$ cat src/rtl/sample_set_statistics_unit_defines.svh
// ----------------------------------------------------------------------------
// Sample set statistics unit - assertion macros
// Shared concurrent assertion helpers, clocked on i_clk, off during reset.
// ----------------------------------------------------------------------------
`ifndef SAMPLE_SET_STATISTICS_UNIT_DEFINES_SVH
`define SAMPLE_SET_STATISTICS_UNIT_DEFINES_SVH

// same-cycle implication
`define SSS_ASSERT_NOW(lbl, ante, cons, msg) \
    lbl: assert property (@(posedge i_clk) disable iff (!i_rst_n) (ante) |-> (cons)) \
        else $error(msg);

// next-cycle implication
`define SSS_ASSERT_NEXT(lbl, ante, cons, msg) \
    lbl: assert property (@(posedge i_clk) disable iff (!i_rst_n) (ante) |=> (cons)) \
        else $error(msg);

`endif

$ cat src/rtl/sss_pkg.sv
// ----------------------------------------------------------------------------
// Sample set statistics unit - package
// Widths, reset values, register map and controller/datapath links.
// ----------------------------------------------------------------------------
package sss_pkg;

    localparam int MAX_SAMPLES_DEF = 1024;
    localparam int SAMPLE_W        = 16;
    localparam int UNDER_W         = 11;
    localparam int ROOT_STEPS      = 16;
    localparam int CFG_AW          = 3;
    localparam int CFG_DW          = 32;

    localparam logic [SAMPLE_W-1:0] UNDER_THR_RST = 16'd5120;

    // register index, taken from paddr[CFG_AW-1]
    localparam logic REG_UNDER_THR = 1'b0;

    typedef struct packed {
        logic load;
        logic start_div;
        logic div_var;
        logic sq_issue;
        logic start_sqrt;
        logic finish;
    } t_dp_cmd;

    typedef struct packed {
        logic div_busy;
        logic sq_done;
        logic sqrt_busy;
        logic out_free;
    } t_dp_sts;

endpackage

$ cat src/rtl/sss_ctrl.sv
// ----------------------------------------------------------------------------
// Sample set statistics unit - controller
// Sequences load, mean divide, squared-difference pass, variance divide,
// square root and the result beat.
// ----------------------------------------------------------------------------
module sss_ctrl (
    input  logic             i_clk,
    input  logic             i_rst_n,
    input  logic             i_in_valid,
    input  logic             i_in_last,
    input  sss_pkg::t_dp_sts i_sts,
    output logic             o_in_ready,
    output sss_pkg::t_dp_cmd o_cmd
);
    import sss_pkg::*;

    typedef enum logic [2:0] {
        ST_LOAD,
        ST_MEAN,
        ST_SQ,
        ST_VAR,
        ST_ROOT,
        ST_DONE
    } t_state;

    t_state r_state;
    logic   r_start_div;
    logic   r_div_var;
    logic   r_start_sqrt;

    always_ff @(posedge i_clk) begin
        if (!i_rst_n) begin
            r_state      <= ST_LOAD;
            r_start_div  <= 1'b0;
            r_div_var    <= 1'b0;
            r_start_sqrt <= 1'b0;
        end else begin
            r_start_div  <= 1'b0;
            r_start_sqrt <= 1'b0;
            unique case (r_state)
                ST_LOAD: begin
                    if (i_in_valid && i_in_last) begin
                        r_state     <= ST_MEAN;
                        r_start_div <= 1'b1;
                        r_div_var   <= 1'b0;
                    end
                end
                ST_MEAN: begin
                    if (!r_start_div && !i_sts.div_busy) begin
                        r_state <= ST_SQ;
                    end
                end
                ST_SQ: begin
                    if (i_sts.sq_done) begin
                        r_state     <= ST_VAR;
                        r_start_div <= 1'b1;
                        r_div_var   <= 1'b1;
                    end
                end
                ST_VAR: begin
                    if (!r_start_div && !i_sts.div_busy) begin
                        r_state      <= ST_ROOT;
                        r_start_sqrt <= 1'b1;
                    end
                end
                ST_ROOT: begin
                    if (!r_start_sqrt && !i_sts.sqrt_busy) begin
                        r_state <= ST_DONE;
                    end
                end
                ST_DONE: begin
                    if (i_sts.out_free) begin
                        r_state <= ST_LOAD;
                    end
                end
                default: r_state <= ST_LOAD;
            endcase
        end
    end

    assign o_in_ready       = (r_state == ST_LOAD);
    assign o_cmd.load       = o_in_ready && i_in_valid;
    assign o_cmd.start_div  = r_start_div;
    assign o_cmd.div_var    = r_div_var;
    assign o_cmd.sq_issue   = (r_state == ST_SQ);
    assign o_cmd.start_sqrt = r_start_sqrt;
    assign o_cmd.finish     = (r_state == ST_DONE) && i_sts.out_free;
endmodule

$ cat config.mk
export PLATFORM = sky130hd
export DESIGN_NAME = sss_ctrl
export DESIGN_NICKNAME = d
export VERILOG_FILES = /design/src/rtl/sample_set_statistics_unit_defines.svh /design/src/rtl/sss_pkg.sv /design/src/rtl/sss_ctrl.sv
export SDC_FILE = /design/constraint.sdc
export NUM_CORES = 1
export LEC_CHECK = 0
export ABC_AREA = 0
export BUFFER_PORTS_ARGS = -buffer_cell sky130_fd_sc_hd__clkbuf_2
export CORE_AREA = 2 2 39 41
export DETAILED_ROUTE_END_ITERATION = 8
export DIE_AREA = 0 0 41 43
export GPL_TIMING_DRIVEN = 0
export REMOVE_ABC_BUFFERS = 1
export SLEW_MARGIN = 20
export SYNTH_ARGS = -nofsm -noshare
export SYNTH_HDL_FRONTEND = slang
export SYNTH_SLANG_ARGS = --single-unit
export TNS_END_PERCENT = 10
$ cat constraint.sdc
create_clock -name i_clk -period 3.4 [get_ports i_clk]
set_input_delay 0.51 -clock i_clk [delete_from_list [all_inputs] [get_ports i_clk]]
set_output_delay 0.51 -clock i_clk [all_outputs]
set_load 0.02 [all_outputs]
==> run_results.csv <==
group,metric,value,unit
status,status,"finished, final reports clean",
setup_path,critPathKind,"reg2out",
layout,drive_gt1_frac,0.389,
setup_path,worstPathArrival,1.29,ns
synth,synthArstFlopShare,0,
route,drt_wl_total,708,µm
synth,synthCells,43,
clock_tree,cts.path.max_buffers,2,
global_routing,gr-total-overflow,0,
synth,synth_top_area_cell,"dfxtp_1",
synth,syn_area,388,µm²
route,drt-met1-wl,328,µm
clock_tree,cts_made_buffers,3,
layout,seq_area,120,µm²
synth,synth_seq_cells,6,
clock_tree,htreeDepth,1,
synth,ys_warn_count,0,
global_routing,grtUsageTotal,0.0824,
route,vias,340,
timing,max_freq,0.556,GHz
setup_path,crit_path_top_delay_cell,"dfxtp_1",
flow_run,max_cap_viol_count,0,
power,seqPwrFrac,0.326,
clock_tree,hold_buffers,0,
clock_tree,cts_resized,0,
clock_tree,clk_latency,0.24,ns
setup_path,r2r_cells,4,
clock_tree,path_clk_slew,0.05,ns
layout,syn_to_final_growth,17.1,%
setup_path,cp.required,2.89,ns
placed_design,dp_cells,67,
setup_path,r2r-start,"r_state[2]",
setup_path,cp_num_buf_inv,1,
timing,hold_viol,0,
layout,nFillCells,146,
setup_path,end_kind,"primary output",
synth,synth_most_common_cell,"dfxtp_1",
global_routing,grt_pass1_wl,903,µm
layout,layoutNonFillerInstCount,70,
timing,fin_setup_tns,0,ns
synth,synth_cell_type_count,27,
timing,slew_headroom,0.765,
route,drt_first_pass_iters,6,
clock_tree,post_cts_buffers,0,
power,power.share.clock,0.148,
synth,ys_top_cells_by_area,"dfxtp_1 (31%), buf_4 (7.7%), o211a_1 (5.2%)",
power,p_int,0.249,mW
global_routing,grt_max_degree,14,
route,drc,0,
synth,syn_avg_cell_area,9.02,µm²
hold_path,hp-class,"reg2reg",
setup_path,cp-start-kind,"flop",
floorplanning,die_h,43,µm
floorplanning,rows,14,
floorplanning,dieArea,1760,µm²
power,power.share.combinational,0.526,
setup_path,path_delay_family,"flip-flops",
setup_path,cp_slowest_stage_delay,0.40,ns
floorplanning,coreArea,1380,µm²
power,peakVddDrop,297,µV
timing,finalCritPeriodShare,0.529,
global_routing,grt_pass1_vias,224,
synth,synth_flop_cell,"dfxtp_1",
global_routing,antenna_found_initial,0,
layout,diodes,0,
timing,min_period,1.80,ns
timing,rsz0062_at_grt,"false",
placed_design,io_buffers,14,
clock_tree,cts_tree,"done",
synth,synth-edff-count,0,
timing,tightest_slew,0.348,ns
route,drt_iter0_markers,8,
setup_path,crit_path_max_fanout,13,
route,viasPerCell,4.86,
power,p_per_area,981,nW/µm²
hold_path,hold_path.startpoint,"r_div_var",
floorplanning,die_x,41,µm
setup_path,r2r_end,"r_state[2]",
clock_tree,root_buffer,"clkbuf_4",
route,wl_met3,40,µm
synth,synth_top_area_frac,0.310,
synth,ys_seq_area_frac,0.310,
setup_path,r2r_slack,1.90,ns
placed_design,gp_congestion,0.703,
hold_path,holdPathEnd,"r_div_var",
setup_path,path_cells,"nor4b_1 > clkbuf_2",
route,ant_nets,0,
layout,multiInputGateArea,221,µm²
clock_tree,clock_sinks,6,
route,wl_per_cell,10.1,µm
timing,setup_viol,0,
power,p_leak,0.227,nW
timing,fin_skew,0.00185,ns
floorplanning,start_util,0.280,
floorplanning,ios,15,
route,wl_met2,338,µm
hold_path,hold_path_depth,2,
power,power.switching,0.197,mW
layout,nets,64,
power,switching_share,0.442,
route,highest_layer,"met3",
placed_design,dp_hpwl,562,µm
synth,ys_top_cells_by_count,"dfxtp_1 (6), nor2_1 (5), buf_4 (4), nand2_1 (3)",
timing,finalMaxSlewViolations,0,
==> placed cells by master (no fill, tap or decap) <==
master    instances
clkbuf_2         14
dfxtp_1           6
nor2_1            5
nand2_1           3
clkbuf_4          3
a21o_2            2
o211a_1           2
and2_1            1
nor3_1            1
nor4b_1           1
and4b_1           1
xor2_1            1
nand3b_1          1
o21ai_0           1
or3_1             1
and3b_1           1
a211o_1           1
or3b_1            1
o22ai_2           1
a31oi_2           1
mux2i_1           1
or4b_1            1
a22oi_1           1
nor2b_1           1
nand3_1           1
nor4_1            1
==> power groups by stage <==
stage	Clock (mW)	Combinational (mW)	Sequential, mW
6_report	0.0660	0.234	0.145
3_3_place_gp	0	0.233	0.146
3_5_place_dp	0	0.236	0.147
5_1_grt	0.0729	0.255	0.152
4_1_cts	0.0695	0.236	0.145
2_1_floorplan	0	0.177	0.143
==> worst min-delay path, stage by stage, from the launching register on <==
cell,delay [ns]
dfxtp_1,0.32
a22oi_1,0.07
nor2b_1,0.10
==> layer usage <==
layer | track usage | vias up
met5 | 0 | -
met3 | 0.0314 | 0
met4 | 0.100 | 0
met1 | 0.100 | 152
li1 | - | 177
met2 | 0.0938 | 11
==> flip-flops by register name, indices dropped and copies added, names as in the netlist <==
signal	cells
r_state	3
r_div_var	1
r_start_div	1
r_start_sqrt	1
==> per-stage QoR <==
step	instance area (µm²)	hold WS, ns	power [mW]	setup WS [ns]	utilization
after floorplan	342	0.551	0.320	1.59	-
after global placement	432	0.510	0.380	1.76	0.312
after detailed placement	432	0.515	0.383	1.76	0.312
after CTS	454	0.529	0.451	1.58	0.328
after global routing	454	0.564	0.480	1.53	0.328
final	454	0.521	0.446	1.60	0.328
==> cells by family after synthesis <==
logic type / synth area share
flops: 0.310
simple gates: 0.306
xor+xnor: 0.0226
compound gates: 0.216
mux: 0.0258
buf+inv: 0.119
==> worst max path at each step <==
stage	from	end	slack (ns)	cells past startpoint
2_1_floorplan	i_in_valid	o_cmd[5]	1.59	1
4_1_cts	r_state[2]	o_cmd[5]	1.58	2
3_3_place_gp	i_in_valid	o_cmd[5]	1.76	3
3_5_place_dp	i_in_valid	o_cmd[5]	1.76	3
5_1_grt	r_state[2]	o_cmd[5]	1.53	2
6_report	r_state[2]	o_cmd[5]	1.60	2
==> layout make-up <==
type	instances	share of cell area
well taps	16	0.0441
clock buffers	3	0.0496
multi-input cells	31	0.488
repair buffers	14	0.154
flip-flops and latches	6	0.264
Note: power is estimated with default switching activity, not from simulation.
